==> src/rtl/assert_macros.svh <==
// ----------------------------------------------------------------------------
// Assertion macros
// Concurrent assertion wrappers shared by the RAID level classifier RTL.
// ----------------------------------------------------------------------------
`ifndef ASSERT_MACROS_SVH
`define ASSERT_MACROS_SVH

`ifndef SYNTH

`define RLC_ASSERT(name, clk, rstn, prop) \
  name: assert property (@(posedge clk) disable iff (!rstn) prop) \
    else $error("%m: assertion failed");

`define RLC_ASSERT_NORST(name, clk, prop) \
  name: assert property (@(posedge clk) prop) \
    else $error("%m: assertion failed");

`else

`define RLC_ASSERT(name, clk, rstn, prop)

`define RLC_ASSERT_NORST(name, clk, prop)

`endif

`endif

==> src/rtl/rlc_pkg.sv <==
// ----------------------------------------------------------------------------
// rlc_pkg
// Types, constants and helper functions of the RAID level classifier.
// ----------------------------------------------------------------------------
package rlc_pkg;

  localparam int BYTE_W          = 8;
  localparam int DCNT_W          = 4;
  localparam int CNT_W           = 18;
  localparam int MIS_W           = 10;
  localparam int K_W             = 6;
  localparam int MAX_DISKS_DEF   = 8;
  localparam int BLOCK_BYTES_DEF = 512;

  localparam logic [CNT_W-1:0]  CNT_MAX  = '1;
  localparam logic [MIS_W-1:0]  MIS_MAX  = '1;
  localparam logic [DCNT_W-1:0] DCNT_RST = DCNT_W'(2);
  localparam logic [DCNT_W-1:0] DCNT_MIN = DCNT_W'(2);

  typedef enum logic {
    OP_COLUMN = 1'b0,
    OP_DECIDE = 1'b1
  } op_e;

  typedef enum logic {
    KIND_BLOCK   = 1'b0,
    KIND_VERDICT = 1'b1
  } result_kind_e;

  typedef enum logic [1:0] {
    CLS_MIRROR = 2'd0,
    CLS_PARITY = 2'd1,
    CLS_MISS   = 2'd2
  } block_class_e;

  typedef enum logic [1:0] {
    VRD_RAID0      = 2'd0,
    VRD_RAID1      = 2'd1,
    VRD_RAID5_FULL = 2'd2,
    VRD_RAID5_PART = 2'd3
  } verdict_e;

  typedef struct packed {
    logic              differs;
    logic [BYTE_W-1:0] data;
  } lane_res_t;

  typedef struct packed {
    logic         done;
    block_class_e cls;
  } blk_stat_t;

  typedef struct packed {
    logic     busy;
    logic     done;
    verdict_e verdict;
  } dec_stat_t;

  // 100 / (n + 1)
  function automatic logic [K_W-1:0] k_factor(input logic [DCNT_W-1:0] n);
    logic [K_W-1:0] k;
    case (n)
      4'd2:    k = K_W'(33);
      4'd3:    k = K_W'(25);
      4'd4:    k = K_W'(20);
      4'd5:    k = K_W'(16);
      4'd6:    k = K_W'(14);
      4'd7:    k = K_W'(12);
      default: k = K_W'(11);
    endcase
    return k;
  endfunction

  function automatic logic [CNT_W-1:0] sat_inc(input logic [CNT_W-1:0] v);
    return (v == CNT_MAX) ? CNT_MAX : v + CNT_W'(1);
  endfunction

endpackage

==> src/rtl/rlc_if.sv <==
// ----------------------------------------------------------------------------
// rlc_col_if / rlc_res_if
// Valid/ready channels for byte columns in and classification results out.
// ----------------------------------------------------------------------------
interface rlc_col_if;
  logic       valid;
  logic       ready;
  logic       op;
  logic [7:0] disk0_byte;
  logic [7:0] disk1_byte;
  logic [7:0] disk2_byte;
  logic [7:0] disk3_byte;
  logic [7:0] disk4_byte;
  logic [7:0] disk5_byte;
  logic [7:0] disk6_byte;
  logic [7:0] disk7_byte;
  logic       block_end;

  modport source (
    output valid, op, disk0_byte, disk1_byte, disk2_byte, disk3_byte,
           disk4_byte, disk5_byte, disk6_byte, disk7_byte, block_end,
    input  ready
  );
  modport sink (
    input  valid, op, disk0_byte, disk1_byte, disk2_byte, disk3_byte,
           disk4_byte, disk5_byte, disk6_byte, disk7_byte, block_end,
    output ready
  );
endinterface

interface rlc_res_if;
  logic        valid;
  logic        ready;
  logic        result_kind;
  logic [1:0]  block_class;
  logic [1:0]  verdict;
  logic [17:0] mirror_total;
  logic [17:0] parity_total;
  logic [17:0] miss_total;

  modport source (
    output valid, result_kind, block_class, verdict, mirror_total,
           parity_total, miss_total,
    input  ready
  );
  modport sink (
    input  valid, result_kind, block_class, verdict, mirror_total,
           parity_total, miss_total,
    output ready
  );
endinterface

==> src/rtl/rlc_lane.sv <==
// ----------------------------------------------------------------------------
// rlc_lane
// One disk lane: compares its byte with disk 0 and gates it for the parity XOR.
// ----------------------------------------------------------------------------
module rlc_lane (
  input  logic [7:0]          ref_i,
  input  logic [7:0]          data_i,
  input  logic                en_i,
  output rlc_pkg::lane_res_t  res_o
);
  import rlc_pkg::*;

  always_comb begin
    res_o.differs = en_i && (data_i != ref_i);
    res_o.data    = en_i ? data_i : '0;
  end

endmodule

==> src/rtl/rlc_merge.sv <==
// ----------------------------------------------------------------------------
// rlc_merge
// Combines lane results, tracks block state and classifies at block end.
// ----------------------------------------------------------------------------
module rlc_merge #(
  parameter int MAX_DISKS   = rlc_pkg::MAX_DISKS_DEF,
  parameter int BLOCK_BYTES = rlc_pkg::BLOCK_BYTES_DEF
) (
  input  logic                clk_i,
  input  logic                rst_ni,
  input  logic                col_i,
  input  logic                end_i,
  input  logic [7:0]          ref_i,
  input  logic [MAX_DISKS-1:1] en_i,
  input  rlc_pkg::lane_res_t  lane_i [MAX_DISKS-1:1],
  output rlc_pkg::blk_stat_t  blk_o
);
  import rlc_pkg::*;

  localparam logic [MIS_W-1:0] THRESH = MIS_W'(BLOCK_BYTES / 100);

  logic [MAX_DISKS-1:1] diff_q, diff_d, diff_new, lane_diff;
  logic [MIS_W-1:0]     mis_q, mis_d, mis_new;
  logic [BYTE_W-1:0]    par;

  always_comb begin
    par = '0;
    for (int j = 1; j < MAX_DISKS; j++) begin
      par          = par ^ lane_i[j].data;
      lane_diff[j] = lane_i[j].differs;
    end
    diff_new = diff_q | lane_diff;
    mis_new  = ((par != ref_i) && (mis_q != MIS_MAX)) ? mis_q + MIS_W'(1) : mis_q;
  end

  always_comb begin
    diff_d    = diff_q;
    mis_d     = mis_q;
    blk_o.done = 1'b0;
    if ((diff_new & en_i) == '0) begin
      blk_o.cls = CLS_MIRROR;
    end else if (mis_new <= THRESH) begin
      blk_o.cls = CLS_PARITY;
    end else begin
      blk_o.cls = CLS_MISS;
    end
    if (col_i) begin
      if (end_i) begin
        blk_o.done = 1'b1;
        diff_d     = '0;
        mis_d      = '0;
      end else begin
        diff_d = diff_new;
        mis_d  = mis_new;
      end
    end
  end

  always_ff @(posedge clk_i or negedge rst_ni) begin
    if (!rst_ni) begin
      diff_q <= '0;
      mis_q  <= '0;
    end else begin
      diff_q <= diff_d;
      mis_q  <= mis_d;
    end
  end

endmodule

==> src/rtl/rlc_decide.sv <==
// ----------------------------------------------------------------------------
// rlc_decide
// Verdict sequencer: snapshot counters, form scaled products, then compare.
// ----------------------------------------------------------------------------
`include "assert_macros.svh"

module rlc_decide (
  input  logic                     clk_i,
  input  logic                     rst_ni,
  input  logic                     start_i,
  input  logic [3:0]               n_eff_i,
  input  logic [17:0]              m_i,
  input  logic [17:0]              p_i,
  input  logic [17:0]              x_i,
  output rlc_pkg::dec_stat_t       stat_o,
  output logic [17:0]              m_o,
  output logic [17:0]              p_o,
  output logic [17:0]              x_o
);
  import rlc_pkg::*;

  typedef enum logic [2:0] {
    ST_IDLE = 3'b001,
    ST_MUL  = 3'b010,
    ST_CMP  = 3'b100
  } state_e;

  state_e state_q, state_d;

  logic [CNT_W-1:0]   m_q, p_q, x_q;
  logic [DCNT_W-1:0]  n_q;
  logic [CNT_W:0]     xp_sum, xm_sum, mp_sum;
  logic [CNT_W:0]     a1_q, a2_q;
  logic [CNT_W+2:0]   b1_q, b2_q, f_q;
  logic [CNT_W+K_W-1:0] kx_q;
  logic [CNT_W+10:0]  e_q;
  logic               n3_q;
  verdict_e           verdict;

  assign xp_sum = {1'b0, x_q} + {1'b0, p_q};
  assign xm_sum = {1'b0, x_q} + {1'b0, m_q};
  assign mp_sum = {1'b0, m_q} + {1'b0, p_q};

  always_comb begin
    state_d = state_q;
    unique case (state_q)
      ST_IDLE: if (start_i) state_d = ST_MUL;
      ST_MUL:  state_d = ST_CMP;
      ST_CMP:  state_d = ST_IDLE;
      default: state_d = ST_IDLE;
    endcase
  end

  always_ff @(posedge clk_i or negedge rst_ni) begin
    if (!rst_ni) begin
      state_q <= ST_IDLE;
    end else begin
      state_q <= state_d;
    end
  end

  always_ff @(posedge clk_i) begin
    if (start_i) begin
      m_q <= m_i;
      p_q <= p_i;
      x_q <= x_i;
      n_q <= n_eff_i;
    end
    if (state_q == ST_MUL) begin
      a1_q <= {m_q, 1'b0};
      b1_q <= (CNT_W+3)'(xp_sum) * (CNT_W+3)'(3);
      a2_q <= {p_q, 1'b0};
      b2_q <= (CNT_W+3)'(xm_sum) * (CNT_W+3)'(3);
      kx_q <= (CNT_W+K_W)'(x_q) * (CNT_W+K_W)'(k_factor(n_q));
      e_q  <= (CNT_W+11)'(mp_sum) * (CNT_W+11)'(1000);
      f_q  <= (CNT_W+3)'(x_q) * (CNT_W+3)'(7);
      n3_q <= n_q >= DCNT_W'(3);
    end
  end

  always_comb begin
    if ({2'b00, a1_q} > b1_q) begin
      verdict = VRD_RAID1;
    end else if (({2'b00, a2_q} > b2_q) && n3_q) begin
      verdict = VRD_RAID5_FULL;
    end else if (((CNT_W+K_W)'(m_q) < kx_q) && (e_q > (CNT_W+11)'(f_q))) begin
      verdict = VRD_RAID5_PART;
    end else if ((CNT_W+K_W)'(m_q) > kx_q) begin
      verdict = VRD_RAID1;
    end else begin
      verdict = VRD_RAID0;
    end
  end

  assign stat_o.busy    = (state_q != ST_IDLE);
  assign stat_o.done    = (state_q == ST_CMP);
  assign stat_o.verdict = verdict;
  assign m_o = m_q;
  assign p_o = p_q;
  assign x_o = x_q;

  `RLC_ASSERT(a_start_idle, clk_i, rst_ni, start_i |-> state_q == ST_IDLE)
  `RLC_ASSERT(a_mul_to_cmp, clk_i, rst_ni, state_q == ST_MUL |=> state_q == ST_CMP)
  `RLC_ASSERT(a_done_once, clk_i, rst_ni, stat_o.done |=> !stat_o.done)

endmodule

==> src/rtl/raid_level_classifier.sv <==
// A block_end column transfer gives its classification in the cycle after it.
// A decide transfer gives its verdict through the snapshot and product stages
//   and the compare state of the verdict sequencer, then the output register.
// Throughput: one column per cycle; a held result or busy decide stalls input.
// Reset: counters and block state clear, disk_count returns to 2, no result.
// ----------------------------------------------------------------------------
// raid_level_classifier
// Per-disk compare lanes, a merge stage for block classes, and a verdict unit.
// ----------------------------------------------------------------------------
`include "assert_macros.svh"

module raid_level_classifier #(
  parameter int MAX_DISKS   = rlc_pkg::MAX_DISKS_DEF,
  parameter int BLOCK_BYTES = rlc_pkg::BLOCK_BYTES_DEF
) (
  input  logic       clk_i,
  input  logic       rst_ni,
  input  logic       cfg_we_i,
  input  logic [3:0] cfg_wdata_i,
  rlc_col_if.sink    col_i,
  rlc_res_if.source  res_o
);
  import rlc_pkg::*;

  logic [DCNT_W-1:0]    dcnt_q, n_eff;
  logic [BYTE_W-1:0]    bytes [MAX_DISKS];
  logic [MAX_DISKS-1:1] lane_en;
  lane_res_t            lane_res [MAX_DISKS-1:1];
  blk_stat_t            blk;
  dec_stat_t            dec;
  logic [CNT_W-1:0]     dm, dp, dx;
  logic [CNT_W-1:0]     mir_q, mir_d, par_q, par_d, mis_q, mis_d;
  logic                 col_fire, col_go, dec_go, out_rdy;
  logic                 out_vld_q, out_load;
  result_kind_e         kind_q;
  block_class_e         cls_q;
  verdict_e             vrd_q;
  logic [CNT_W-1:0]     tm_q, tp_q, tx_q;

  always_ff @(posedge clk_i or negedge rst_ni) begin
    if (!rst_ni) begin
      dcnt_q <= DCNT_RST;
    end else if (cfg_we_i) begin
      dcnt_q <= cfg_wdata_i;
    end
  end

  always_comb begin
    if (dcnt_q < DCNT_MIN) begin
      n_eff = DCNT_MIN;
    end else if (dcnt_q > DCNT_W'(MAX_DISKS)) begin
      n_eff = DCNT_W'(MAX_DISKS);
    end else begin
      n_eff = dcnt_q;
    end
  end

  always_comb begin
    bytes[0] = col_i.disk0_byte;
    bytes[1] = col_i.disk1_byte;
    if (MAX_DISKS > 2) bytes[2 % MAX_DISKS] = col_i.disk2_byte;
    if (MAX_DISKS > 3) bytes[3 % MAX_DISKS] = col_i.disk3_byte;
    if (MAX_DISKS > 4) bytes[4 % MAX_DISKS] = col_i.disk4_byte;
    if (MAX_DISKS > 5) bytes[5 % MAX_DISKS] = col_i.disk5_byte;
    if (MAX_DISKS > 6) bytes[6 % MAX_DISKS] = col_i.disk6_byte;
    if (MAX_DISKS > 7) bytes[7 % MAX_DISKS] = col_i.disk7_byte;
  end

  assign out_rdy     = res_o.ready;
  assign col_i.ready = !dec.busy && (!out_vld_q || out_rdy);
  assign col_fire    = col_i.valid && col_i.ready;
  assign col_go      = col_fire && (col_i.op == OP_COLUMN);
  assign dec_go      = col_fire && (col_i.op == OP_DECIDE);

  for (genvar j = 1; j < MAX_DISKS; j++) begin : g_lane
    assign lane_en[j] = DCNT_W'(j) < n_eff;
    rlc_lane u_lane (
      .ref_i  (bytes[0]),
      .data_i (bytes[j]),
      .en_i   (lane_en[j]),
      .res_o  (lane_res[j])
    );
  end

  rlc_merge #(
    .MAX_DISKS   (MAX_DISKS),
    .BLOCK_BYTES (BLOCK_BYTES)
  ) u_merge (
    .clk_i  (clk_i),
    .rst_ni (rst_ni),
    .col_i  (col_go),
    .end_i  (col_i.block_end),
    .ref_i  (col_i.disk0_byte),
    .en_i   (lane_en),
    .lane_i (lane_res),
    .blk_o  (blk)
  );

  rlc_decide u_decide (
    .clk_i   (clk_i),
    .rst_ni  (rst_ni),
    .start_i (dec_go),
    .n_eff_i (n_eff),
    .m_i     (mir_q),
    .p_i     (par_q),
    .x_i     (mis_q),
    .stat_o  (dec),
    .m_o     (dm),
    .p_o     (dp),
    .x_o     (dx)
  );

  always_comb begin
    mir_d = mir_q;
    par_d = par_q;
    mis_d = mis_q;
    if (dec_go) begin
      mir_d = '0;
      par_d = '0;
      mis_d = '0;
    end else if (blk.done) begin
      case (blk.cls)
        CLS_MIRROR: mir_d = sat_inc(mir_q);
        CLS_PARITY: par_d = sat_inc(par_q);
        default:    mis_d = sat_inc(mis_q);
      endcase
    end
  end

  assign out_load = blk.done || dec.done;

  always_ff @(posedge clk_i or negedge rst_ni) begin
    if (!rst_ni) begin
      mir_q     <= '0;
      par_q     <= '0;
      mis_q     <= '0;
      out_vld_q <= 1'b0;
    end else begin
      mir_q <= mir_d;
      par_q <= par_d;
      mis_q <= mis_d;
      if (out_load) begin
        out_vld_q <= 1'b1;
      end else if (out_rdy) begin
        out_vld_q <= 1'b0;
      end
    end
  end

  always_ff @(posedge clk_i) begin
    if (blk.done) begin
      kind_q <= KIND_BLOCK;
      cls_q  <= blk.cls;
      vrd_q  <= VRD_RAID0;
      tm_q   <= mir_d;
      tp_q   <= par_d;
      tx_q   <= mis_d;
    end else if (dec.done) begin
      kind_q <= KIND_VERDICT;
      cls_q  <= CLS_MIRROR;
      vrd_q  <= dec.verdict;
      tm_q   <= dm;
      tp_q   <= dp;
      tx_q   <= dx;
    end
  end

  assign res_o.valid        = out_vld_q;
  assign res_o.result_kind  = kind_q;
  assign res_o.block_class  = cls_q;
  assign res_o.verdict      = vrd_q;
  assign res_o.mirror_total = tm_q;
  assign res_o.parity_total = tp_q;
  assign res_o.miss_total   = tx_q;

  `RLC_ASSERT(a_load_free, clk_i, rst_ni, out_load |-> (!out_vld_q || out_rdy))
  `RLC_ASSERT(a_busy_stall, clk_i, rst_ni, dec.busy |-> !col_i.ready)
  `RLC_ASSERT(a_dec_clears, clk_i, rst_ni, dec_go |=> (mir_q == '0 && par_q == '0 && mis_q == '0))

endmodule

==> src/flat_wrapper.sv <==
// flat-port wrapper written by rule: the top's interface ports become plain ports
module raid_level_classifier_flat import rlc_pkg::*;
#(
  parameter int MAX_DISKS   = rlc_pkg::MAX_DISKS_DEF,
  parameter int BLOCK_BYTES = rlc_pkg::BLOCK_BYTES_DEF
)
  (clk_i, rst_ni, cfg_we_i, cfg_wdata_i, col_i_valid, col_i_op, col_i_disk0_byte, col_i_disk1_byte, col_i_disk2_byte, col_i_disk3_byte, col_i_disk4_byte, col_i_disk5_byte, col_i_disk6_byte, col_i_disk7_byte, col_i_block_end, col_i_ready, res_o_valid, res_o_result_kind, res_o_block_class, res_o_verdict, res_o_mirror_total, res_o_parity_total, res_o_miss_total, res_o_ready);
  rlc_col_if col_i_i ();
  rlc_res_if res_o_i ();
  input  logic clk_i;
  input  logic rst_ni;
  input  logic cfg_we_i;
  input  logic [3:0] cfg_wdata_i;
  input wire logic [$bits(col_i_i.valid)-1:0] col_i_valid;
  input wire logic [$bits(col_i_i.op)-1:0] col_i_op;
  input wire logic [$bits(col_i_i.disk0_byte)-1:0] col_i_disk0_byte;
  input wire logic [$bits(col_i_i.disk1_byte)-1:0] col_i_disk1_byte;
  input wire logic [$bits(col_i_i.disk2_byte)-1:0] col_i_disk2_byte;
  input wire logic [$bits(col_i_i.disk3_byte)-1:0] col_i_disk3_byte;
  input wire logic [$bits(col_i_i.disk4_byte)-1:0] col_i_disk4_byte;
  input wire logic [$bits(col_i_i.disk5_byte)-1:0] col_i_disk5_byte;
  input wire logic [$bits(col_i_i.disk6_byte)-1:0] col_i_disk6_byte;
  input wire logic [$bits(col_i_i.disk7_byte)-1:0] col_i_disk7_byte;
  input wire logic [$bits(col_i_i.block_end)-1:0] col_i_block_end;
  output wire logic [$bits(col_i_i.ready)-1:0] col_i_ready;
  output wire logic [$bits(res_o_i.valid)-1:0] res_o_valid;
  output wire logic [$bits(res_o_i.result_kind)-1:0] res_o_result_kind;
  output wire logic [$bits(res_o_i.block_class)-1:0] res_o_block_class;
  output wire logic [$bits(res_o_i.verdict)-1:0] res_o_verdict;
  output wire logic [$bits(res_o_i.mirror_total)-1:0] res_o_mirror_total;
  output wire logic [$bits(res_o_i.parity_total)-1:0] res_o_parity_total;
  output wire logic [$bits(res_o_i.miss_total)-1:0] res_o_miss_total;
  input wire logic [$bits(res_o_i.ready)-1:0] res_o_ready;
  assign col_i_i.valid = col_i_valid;
  assign col_i_i.op = col_i_op;
  assign col_i_i.disk0_byte = col_i_disk0_byte;
  assign col_i_i.disk1_byte = col_i_disk1_byte;
  assign col_i_i.disk2_byte = col_i_disk2_byte;
  assign col_i_i.disk3_byte = col_i_disk3_byte;
  assign col_i_i.disk4_byte = col_i_disk4_byte;
  assign col_i_i.disk5_byte = col_i_disk5_byte;
  assign col_i_i.disk6_byte = col_i_disk6_byte;
  assign col_i_i.disk7_byte = col_i_disk7_byte;
  assign col_i_i.block_end = col_i_block_end;
  assign col_i_ready = col_i_i.ready;
  assign res_o_valid = res_o_i.valid;
  assign res_o_result_kind = res_o_i.result_kind;
  assign res_o_block_class = res_o_i.block_class;
  assign res_o_verdict = res_o_i.verdict;
  assign res_o_mirror_total = res_o_i.mirror_total;
  assign res_o_parity_total = res_o_i.parity_total;
  assign res_o_miss_total = res_o_i.miss_total;
  assign res_o_i.ready = res_o_ready;
  raid_level_classifier #(.MAX_DISKS(MAX_DISKS), .BLOCK_BYTES(BLOCK_BYTES)) u_core (.clk_i(clk_i), .rst_ni(rst_ni), .cfg_we_i(cfg_we_i), .cfg_wdata_i(cfg_wdata_i), .col_i(col_i_i), .res_o(res_o_i));
endmodule
==> config.mk <==
export PLATFORM = sky130hd
export DESIGN_NAME = raid_level_classifier_flat
export DESIGN_NICKNAME = d
export VERILOG_FILES = /design/src/rtl/rlc_pkg.sv /design/src/rtl/rlc_if.sv /design/src/rtl/rlc_lane.sv /design/src/rtl/rlc_merge.sv /design/src/rtl/rlc_decide.sv /design/src/rtl/raid_level_classifier.sv /design/src/flat_wrapper.sv
export VERILOG_INCLUDE_DIRS = /design/src /design/src/rtl
export SDC_FILE = /design/constraint.sdc
export NUM_CORES = 1
export LEC_CHECK = 0
export ABC_CLOCK_PERIOD_IN_PS = 13370
export BUFFER_PORTS_ARGS = -buffer_cell sky130_fd_sc_hd__buf_2
export CELL_PAD_IN_SITES_DETAIL_PLACEMENT = 1
export CELL_PAD_IN_SITES_GLOBAL_PLACEMENT = 1
export CORE_AREA = 10 10 298 214
export CTS_CLUSTER_SIZE = 20
export DETAILED_ROUTE_END_ITERATION = 12
export DIE_AREA = 0 0 308 224
export PLACE_DENSITY_LB_ADDON = 0.1
export SLEW_MARGIN = 20
export SYNTH_ARGS = -nofsm -noshare
export SYNTH_HDL_FRONTEND = slang
export SYNTH_HIERARCHICAL = 1
export SYNTH_SLANG_ARGS = --single-unit
==> constraint.sdc <==
create_clock -name clk_i -period 13.37 [get_ports clk_i]
set_input_delay 1.337 -clock clk_i [delete_from_list [all_inputs] [get_ports clk_i]]
set_output_delay 1.337 -clock clk_i [all_outputs]
set_load 0.005 [all_outputs]
==> impl_metrics.json, run 1 <==
{
  "rr_worst_depth": 24,
  "post-cts-setup-buffer-count": 0,
  "routed_via_density": 5.99,
  "setup_slack_ps": 6680,
  "synthArstFlopShare_pct": 22.8,
  "cts_max_path_buffers": 3,
  "antenna_found_initial": 5,
  "worst-endpoint-required_ps": 13690,
  "postCtsResizedCells": 0,
  "maxSlewViolCount": 0,
  "slew_headroom_pct": 23.4,
  "grt_overflow": 0,
  "drtIter0Drc": 1789,
  "drt_pass1_iterations": 5,
  "rows": 74,
  "yosys_warnings": 6,
  "cp_max_fo": 8,
  "worstPathCellList": "ha_1 -> inv_1 -> fa_1 -> nor2b_1 -> o31a_1 -> o21a_1 -> o31ai_1 -> a21oi_1 -> xor2_2 -> xor2_1 -> ha_1 -> inv_1 -> fa_1 -> fa_1 -> fa_1 -> inv_1 -> ha_1 -> and3_1 -> nand2_1 -> a211oi_1 -> o21ai_1 -> nor3_1 -> o41a_1 -> xor2_1",
  "drc": 0,
  "start_util_pct": 49.5,
  "setup_violations": 0,
  "grt_pass1_wl_um": 141000,
  "ant_nets": 0,
  "cts-buffers-inserted": 39,
  "r2r_end": "u_core/u_decide/e_q[27]",
  "hpwl_um": 70300,
  "design.die.area_um2": 69000,
  "worst_pin_slew_ps": 1150,
  "ir_worst_vdd_uv": 319,
  "worstReg2RegStart": "u_core/u_decide/m_o[0]",
  "cp_slowest_stage_delay_ps": 540,
  "endpoint": "u_core/u_decide/e_q[27]",
  "grt_pass1_vias": 23800,
  "die_w_um": 308,
  "num-fill-cells": 6349,
  "tns_ps": 0,
  "cellLeakagePower_uw": 0.0140,
  "crit_slowest_cell": "fa_1",
  "outcome": "complete, no violations",
  "drive_gt1_share_pct": 10.4,
  "period_needed_ps": 6690,
  "grt_setup_unrepaired": "false",
  "crit_arrival_ps": 7010,
  "crit_top_cell": "fa_1",
  "hp-class": "reg -> reg",
  "powerDensity_nw_per_um2": 254,
  "wirelength_um": 91000,
  "syn-cell-area_um2": 28600,
  "syn_area_per_cell_um2": 10.2,
  "fin_nets": 3491,
  "path_clk_slew_ps": 70,
  "synth_cells": 2819,
  "syn2layout_area_growth_pct": 10.9,
  "ys_types": 104,
  "gp_congestion": 0.940,
  "maxCapViolCount": 0,
  "clock-skew-final_ps": 45.5,
  "avgRoutedWirePerCell_um": 24.1,
  "yosysSeqAreaShare_pct": 34.8,
  "critPathLaunchType": "register",
  "cts_root_buffer": "clkbuf_16",
  "cts.sinks": 346,
  "vias": 22600,
  "worstSetupStartpoint": "u_core/u_decide/m_o[0]",
  "critPathKind": "reg -> reg",
  "synth_flop_cell": "edfxtp_1",
  "clkLatencyLatePin_ps": 610,
  "io_pins": 136,
  "pre_cts_ws_ps": 6690,
  "grt_use_total_pct": 26.0,
  "synth-seq-cells": 346,
  "htreeDepth": 2,
  "portBuffers": 135,
  "crit_path_end_kind": "register",
  "fin_crit_sh_pct": 50.0,
  "synth_edf_count": 264,
  "clock.fmax_ghz": 0.149,
  "cts-hold-fix-buffers": 0,
  "cts_tree": "yes",
  "core-area_um2": 57900,
  "grt_max_degree": 151,
  "fp.dieH_um": 224,
  "hold_viol": 0,
  "reg2reg_slack_ps": 6680
}
==> per-stage QoR <==
| stage | cells | utilization, % | hold WS [ps] | instance area [um^2] | power, uW |
|---|---|---|---|---|---|
| global placement | 3699 | 52.5 | 458 | 30400 | 6690 |
| detailed placement | 3700 | 52.5 | 474 | 30400 | 6910 |
| floorplan | 2828 | - | 420 | 28700 | 5620 |
| finish | 3776 | 54.9 | 500 | 31800 | 8080 |
| global route | 3775 | 54.9 | 518 | 31800 | 8810 |
| CTS | 3771 | 54.8 | 499 | 31700 | 8110 |
==> synth_stat cells (34+ instances only) <==
cell       number  area share (%)
inv_1         294             3.9
ha_1          281              12
edfxtp_1      264              28
nor2_1        187             2.4
nand2_1       179             2.3
xnor2_1       166             5.1
a21oi_1       165             2.9
fa_1          151              11
xor2_1        107             3.3
o21ai_0        96             1.7
a21o_1         92             2.4
dfrtp_1        77             6.7
and2_1         75             1.6
nand3_1        53            0.93
nor3_1         44            0.77
nand4_1        43            0.94
clkbuf_1       39            0.51
o2bb2ai_1      34             1.0
==> placed cells by master, fill, tap and decap left out, types with 10 or more instances in the layout <==
cell,n
inv_1,294
ha_1,281
edfxtp_1,264
nor2_1,187
nand2_1,179
xnor2_1,165
a21oi_1,163
fa_1,151
buf_2,134
xor2_1,107
o21ai_0,96
a21o_1,92
dfrtp_1,77
and2_1,74
nand3_1,53
nor3_1,44
nand4_1,43
clkbuf_16,39
o2bb2ai_1,34
nor4_1,33
buf_4,31
nor2b_1,30
and3_1,25
a31oi_1,25
o21a_1,24
nand2b_1,22
a211oi_1,21
o21bai_1,19
or2_2,14
o31ai_1,11
mux2_2,11
or3_1,10
conb_1,10
==> state kept, by name, indices dropped and copies added, names as in the netlist, 21 cells and up <==
register	cells
u_core/u_decide/f_q	21
u_core/u_decide/kx_q	24
u_core/u_decide/b1_q	21
u_core/u_decide/e_q	26
u_core/u_decide/b2_q	21
==> cell families (layout without fill, tap and decap cells) <==
group	Yosys count	count (layout)	synth area share, %
adder cells (fa/ha/maj)	432	432	22.8
AND/OR/NAND/NOR	772	772	13.8
buffers and inverters	350	536	4.63
flip-flops	346	346	34.8
XOR/XNOR	275	275	8.46
AO/OA/AOI/OAI	623	623	14.7
multiplexers	20	20	0.747
other	1	12	0.0131
==> layer usage <==
| layer | part of all wire, % | GRT usage [%] | wire [um] |
|---|---|---|---|
| met3 | 6.4 | 4.67 | 5790 |
| met4 | 2.3 | 6.68 | 2060 |
| met2 | 45 | 40.7 | 40700 |
| met5 | 0.014 | 0 | 13 |
| met1 | 47 | 36.9 | 42500 |
==> worst min path at each step <==
| stage | cells past startpoint | start | end |
|---|---|---|---|
| finish | 0 | u_core/par_q[7] | u_core/u_decide/p_o[7] |
| global route | 0 | u_core/mir_q[9] | u_core/u_decide/m_o[9] |
| CTS | 0 | u_core/par_q[7] | u_core/u_decide/p_o[7] |
| detailed placement | 0 | u_core/par_q[7] | u_core/u_decide/p_o[7] |
| global placement | 2 | u_core/res_o.result_kind | u_core/res_o.result_kind |
| floorplan | 0 | u_core/par_q[13] | u_core/u_decide/p_o[13] |
==> where the power goes <==
group,leakage [uW],switching [uW],internal [uW],total (uW)
sequential,0.00351,75.6,1530,1600
combinational,0.00982,3120,2220,5350
clock,0.000640,496,640,1140
==> layout make-up <==
cell class              instances  area, um^2  share of cell area, %
flip-flops and latches        346        9970                   31.4
repair buffers                170         996                   3.13
diodes                          2        5.00                 0.0157
well taps                     760         951                   2.99
inverters                     295        1110                   3.48
clock inverters                24         310                  0.976
clock buffers                  47        1030                   3.23
multi-input cells            2132       17400                   54.8
==> worst max-delay path: cells and delay by family, from the launching register on <==
| family | cells | cell delay (ps) |
|---|---|---|
| simple gates | 4 | 770 |
| buf+inv | 3 | 190 |
| compound gates | 7 | 1430 |
| flops | 1 | 450 |
| xor+xnor | 3 | 650 |
| fa+ha+maj | 7 | 2920 |
No activity file was read; power rests on OpenSTA's default activity.
==> inputs of run 2 (changes only) <==
- ABC_CLOCK_PERIOD_IN_PS: 13370 -> 6400
- clock period: 13.37 -> 6.4 ns (I/O delays scaled with it)
==> run 2 against run 1 <==
- largest cell class unchanged
- non-clock buffer count rose by 54
- critical path type unchanged
- core utilization rose by 0.89 points
- hold slack got worse by 200 ps
- clock power rose by 110%
- flip-flop and latch count did not move
- sequential power rose by 110%
- design area rose by 1.6%
- critical path depth fell by 7
- highest routed layer unchanged
- clock-buffer cell count rose by 6
- via count rose by 2.2%
==> impl_metrics.json, run 2 (synthesis results as in run 1) <==
{
  "outcome": "complete, no violations",
  "p_sw_share_pct": 45.6,
  "crit_arrival_ps": 6560,
  "holdPathStages": 2,
  "portBuffers": 135,
  "p_int_uw": 9490,
  "cts_tree": "yes",
  "hpwl_um": 73900,
  "period_needed_ps": 6230,
  "grt_pass1_wl_um": 146000,
  "hold_ws_ps": 299,
  "die_w_um": 308,
  "cp_max_fo": 5,
  "drc": 0,
  "maxSlewViolCount": 0,
  "routed_via_density": 6.03,
  "fin_crit_sh_pct": 97.4,
  "ant_nets": 0,
  "cts-buffers-inserted": 39,
  "powerDensity_nw_per_um2": 541,
  "drive_gt1_share_pct": 12.6,
  "rows": 74,
  "design.die.area_um2": 69000,
  "grt_overflow": 0,
  "p_seq_share_pct": 19.2,
  "grt_use_total_pct": 27.2,
  "drtIter0Drc": 2013,
  "clock-skew-final_ps": 52.1,
  "largestRegisters": "u_core/u_decide/e_q x26, u_core/u_decide/kx_q x24",
  "largest_reg_flops": 26,
  "stdcell_area_um2": 32300,
  "cts.sinks": 346,
  "cellLeakagePower_uw": 0.0142,
  "drt_pass1_iterations": 5,
  "rr_worst_depth": 17,
  "wirelength_um": 94800,
  "worstSetupStartpoint": "u_core/u_decide/m_o[1]",
  "power_uw": 17500,
  "layout_common_cells": "293 x inv_1, 275 x ha_1, 264 x edfxtp_1",
  "hold_viol": 0,
  "slew_headroom_pct": 24.4,
  "avgRoutedWirePerCell_um": 24.7,
  "power.clock.fraction_pct": 13.6,
  "endpoint": "u_core/u_decide/e_q[24]",
  "final_common_cell": "inv_1",
  "crit_path_end_kind": "register",
  "setup_violations": 0,
  "ir_worst_vdd_uv": 839,
  "antenna_found_initial": 12,
  "grt_setup_unrepaired": "true",
  "grt_max_degree": 151,
  "htreeDepth": 2,
  "worst_pin_slew_ps": 1130,
  "core-area_um2": 57900,
  "p_comb_share_pct": 67.3,
  "worst-endpoint-required_ps": 6720,
  "worstReg2RegStart": "u_core/u_decide/m_o[1]",
  "cts_root_buffer": "clkbuf_16",
  "hp-class": "in -> reg",
  "grt_pass1_vias": 24200,
  "syn2layout_area_growth_pct": 12.7,
  "io_pins": 136,
  "clock.fmax_ghz": 0.160,
  "fp.dieH_um": 224,
  "fin_nets": 3545,
  "vias": 23100,
  "path_clk_slew_ps": 70,
  "clkLatencyLatePin_ps": 610,
  "placed_area_um2": 30700,
  "reg2reg_slack_ps": 170,
  "maxCapViolCount": 0,
  "cts_max_path_buffers": 3,
  "start_util_pct": 49.5,
  "gp_congestion": 0.953,
  "switchingPower_uw": 7970,
  "top_register": "u_core/u_decide/e_q",
  "critPathKind": "reg -> reg",
  "r2r_end": "u_core/u_decide/e_q[24]",
  "critPathLaunchType": "register"
}
## run 2: cell types whose count changed in the layout (fill, tap and decap cells not counted), moves of 3 or more
cell,previous run,this run
a211oi_1,21,18
ha_2,0,3
clkbuf_8,2,5
ha_4,0,3
ha_1,281,275
clkinv_2,4,7
inv_6,3,0
a211oi_2,1,4
buf_4,31,87
buf_8,3,0
## run 2: worst min path at each step
stage | from | end | slack (ps)
2_1_floorplan | rst_ni | u_core/dcnt_q[0] | 340
3_3_place_gp | u_core/res_o.result_kind | u_core/res_o.result_kind | 450
3_5_place_dp | u_core/par_q[11] | u_core/u_decide/p_o[11] | 480
4_1_cts | cfg_we_i | u_core/dcnt_q[1] | 270
5_1_grt | cfg_wdata_i[2] | u_core/dcnt_q[2] | 300
6_report | cfg_we_i | u_core/dcnt_q[1] | 300
## run 2: power groups by stage
| stage | Sequential [uW] | Combinational [uW] | Clock, uW |
|---|---|---|---|
| global placement | 3370 | 10600 | 0 |
| global route | 3360 | 13200 | 2490 |
| detailed placement | 3380 | 11100 | 0 |
| finish | 3350 | 11700 | 2370 |
| floorplan | 3330 | 8400 | 0 |
| CTS | 3340 | 11200 | 2410 |
## run 2: repair_timing
action | CTS | global route
setup endpoints to repair | 4 | 10
gates resized for setup | 1 | 33
hold endpoints to repair | 17 | 0
pin swaps | 1 | 15
hold buffers | 1 | 0
buffers inserted | 3 | 9
cloned | 0 | 0
## run 2: final cells by class
class | instances | area, um^2
fillers | 6402 | 25600
clock inverters | 18 | 226
diodes | 4 | 10.0
flip-flops and latches | 346 | 9970
well taps | 760 | 951
multi-input cells | 2132 | 17600
clock buffers | 53 | 1100
inverters | 295 | 1110
repair buffers | 224 | 1370
## run 2: routing by layer
metal  GRT usage [%]  up-vias  wire (um)
li1                -    10400          -
met3            5.00      154       7120
met1            39.6    11800      44100
met4            7.10       12       2210
met2            41.1      760      41300
met5               0        -        128
## run 2: through the flow
step | util [%] | std cells | worst slack [ps] | TNS [ps]
after floorplan | - | 2828 | 482 | 0
after global placement | 53.1 | 3744 | 134 | 0
after detailed placement | 53.1 | 3744 | -99.6 | -242
after CTS | 55.4 | 3819 | -42.0 | -48.1
after global routing | 55.8 | 3828 | -56.4 | -56.4
final | 55.8 | 3832 | 169 | 0
## run 2: critical path, stage by stage (launching register included)
cell and delay (ps):
edfxtp_1 430, ha_1 350, a21o_1 130, a21oi_1 70, xnor2_1 630, inv_1 210
fa_1 500, fa_1 520, fa_1 510, fa_1 540, inv_1 40, ha_1 350
a21oi_1 190, nor2b_1 80, o311a_1 400, o2111a_2 310, o31a_1 310, a311o_1 370
==> inputs of run 3 (changes only) <==
- ABC_CLOCK_PERIOD_IN_PS: 6400 -> 6300
- clock period: 6.4 -> 6.3 ns (I/O delays scaled with it)
==> run 3 against run 2 <==
- clock-buffer cell count increased by 1
- clock power about the same
- routed wire length increased by 0.29%
- design area about the same
- flip-flop and latch count unchanged
- sequential power increased by 1%
- total power increased by 3.8%
- largest power group unchanged
- critical path type unchanged
- global-route usage decreased by 0.054 points
- setup slack got worse by 3.1 ps
- critical path depth increased by 4
==> impl_metrics.json, run 3 (synthesis results as in run 1) <==
{
  "cp_max_fo": 6,
  "drt_pass1_iterations": 5,
  "htreeDepth": 2,
  "critPathKind": "reg -> reg",
  "cp_slowest_stage_delay_ps": 570,
  "setup_violations": 0,
  "largestRegisters": "u_core/u_decide/e_q x26, u_core/u_decide/kx_q x24",
  "start_util_pct": 49.5,
  "layout_common_cells": "293 x inv_1, 275 x ha_1, 264 x edfxtp_1",
  "stdcell_area_um2": 32300,
  "fin_nets": 3545,
  "antenna_found_initial": 7,
  "final_common_cell": "inv_1",
  "avgRoutedWirePerCell_um": 24.8,
  "p_sw_share_pct": 45.6,
  "worst_pin_slew_ps": 1060,
  "core-area_um2": 57900,
  "critPathLaunchType": "register",
  "crit_top_cell": "fa_1",
  "routed_via_density": 5.96,
  "critPathTopFamily": "adder cells",
  "die_w_um": 308,
  "worstSetupStartpoint": "u_core/u_decide/m_o[0]",
  "period_needed_ps": 6130,
  "drc": 0,
  "slew_headroom_pct": 29.2,
  "io_pins": 136,
  "num-fill-cells": 6425,
  "instances_no_fill": 3829,
  "wirelength_um": 95100,
  "gp_congestion": 0.967,
  "crit_slowest_cell": "fa_1",
  "tns_ps": 0,
  "path_clk_slew_ps": 70,
  "placed_area_um2": 30800,
  "power.clock.fraction_pct": 13.0,
  "cts-buffers-inserted": 39,
  "syn2layout_area_growth_pct": 12.7,
  "cts_tree": "yes",
  "cts-hold-fix-buffers": 0,
  "pre_cts_ws_ps": -199,
  "drive_gt1_share_pct": 13.0,
  "vias": 22800,
  "grt_pass1_wl_um": 145000,
  "cts_root_buffer": "clkbuf_16",
  "hp-class": "in -> async",
  "fp.dieH_um": 224,
  "cellLeakagePower_uw": 0.0142,
  "rows": 74,
  "top_register": "u_core/u_decide/e_q",
  "dp_cells": 3749,
  "grt_use_total_pct": 27.2,
  "p_seq_share_pct": 18.8,
  "powerDensity_nw_per_um2": 561,
  "hold_viol": 0,
  "largest_reg_flops": 26,
  "cts_max_path_buffers": 3,
  "antenna_cells": 0,
  "worst-endpoint-required_ps": 6600,
  "fin_crit_sh_pct": 97.4,
  "p_comb_share_pct": 68.3,
  "ir_worst_vdd_uv": 955,
  "hpwl_um": 74000,
  "crit_path_end_kind": "register",
  "grt_overflow": 0,
  "cp.buffers_inverters": 5,
  "setup_slack_ps": 166,
  "p_int_uw": 9850,
  "maxSlewViolCount": 0,
  "maxCapViolCount": 0,
  "grt_setup_unrepaired": "true",
  "clock-skew-final_ps": 27.8,
  "critical_path_depth": 21,
  "clock.fmax_ghz": 0.163,
  "design.die.area_um2": 69000,
  "grt_pass1_vias": 24200,
  "ant_nets": 0,
  "switchingPower_uw": 8270,
  "cts.sinks": 346,
  "clkLatencyLatePin_ps": 580,
  "worstReg2RegStart": "u_core/u_decide/m_o[0]",
  "worstPathCellList": "ha_2 -> inv_1 -> fa_2 -> nor2b_1 -> o21ai_0 -> a21oi_1 -> buf_4 -> inv_1 -> fa_1 -> fa_1 -> inv_1 -> fa_1 -> fa_1 -> ha_1 -> nor2b_1 -> o311a_1 -> o2111a_2 -> o31a_1 -> buf_4 -> o21ai_1 -> a21oi_1",
  "crit_arrival_ps": 6440,
  "rr_worst_depth": 21,
  "drtIter0Drc": 2023,
  "portBuffers": 135,
  "grt_max_degree": 151,
  "outcome": "complete, no violations"
}
-- run 3: changes by cell type in the layout (fill, tap and decap cells not counted), moves of 2 or more --
cell       change
a21oi_1        -3
a21oi_2        +3
bufinv_16      -2
clkbuf_1       -2
clkbuf_8       +2
clkinv_4       +2
diode_2        -4
fa_1           -2
fa_2           +2
xnor2_1        -2
xnor2_2        +3
-- run 3: area by class of cell --
cell class | instances | area [um^2] | share of cell area, %
repair buffers | 224 | 1370 | 4.25
clock inverters | 18 | 153 | 0.473
multi-input cells | 2132 | 17600 | 54.5
inverters | 295 | 1110 | 3.43
well taps | 760 | 951 | 2.94
clock buffers | 54 | 1140 | 3.55
flip-flops and latches | 346 | 9970 | 30.9
-- run 3: through the flow --
| step | util (%) | total power [uW] | hold WS [ps] |
|---|---|---|---|
| finish | 55.8 | 18100 | 65.7 |
| global route | 55.8 | 19700 | 91.0 |
| CTS | 55.4 | 17400 | 65.8 |
| detailed placement | 53.1 | 14800 | 461 |
| global placement | 53.1 | 14300 | 452 |
| floorplan | - | 11900 | 334 |
-- run 3: worst paths after layout --
kind	endpoint	slack [ps]
max	u_core/u_decide/e_q[26]	170
min	u_core/u_merge/mis_q[3]	70
max reg2reg	u_core/u_decide/e_q[26]	170
min reg2reg	u_core/res_o.result_kind	470
max in group asynchronous	u_core/par_q[9]	5190
min in group clk_i	u_core/dcnt_q[0]	300
-- run 3: power groups by stage --
stage	sequential, uW	combinational [uW]	clock (uW)
after floorplan	3380	8540	0
after CTS	3390	11600	2390
after global routing	3410	13800	2490
after global placement	3430	10900	0
after detailed placement	3440	11400	0
final	3400	12400	2350
-- run 3: layer usage --
layer	share of wire (%)	global-route usage, %	vias up
li1	-	-	10400
met1	46	38.2	11500
met2	44	41.7	696
met3	8.5	6.71	137
met4	2.3	6.46	4
met5	0.033	0	-
-- run 3: what timing repair did --
item	in CTS	in global routing
gates resized for setup	2	35
buffers inserted	2	6
setup endpoints to repair	5	10
pin swaps	1	12
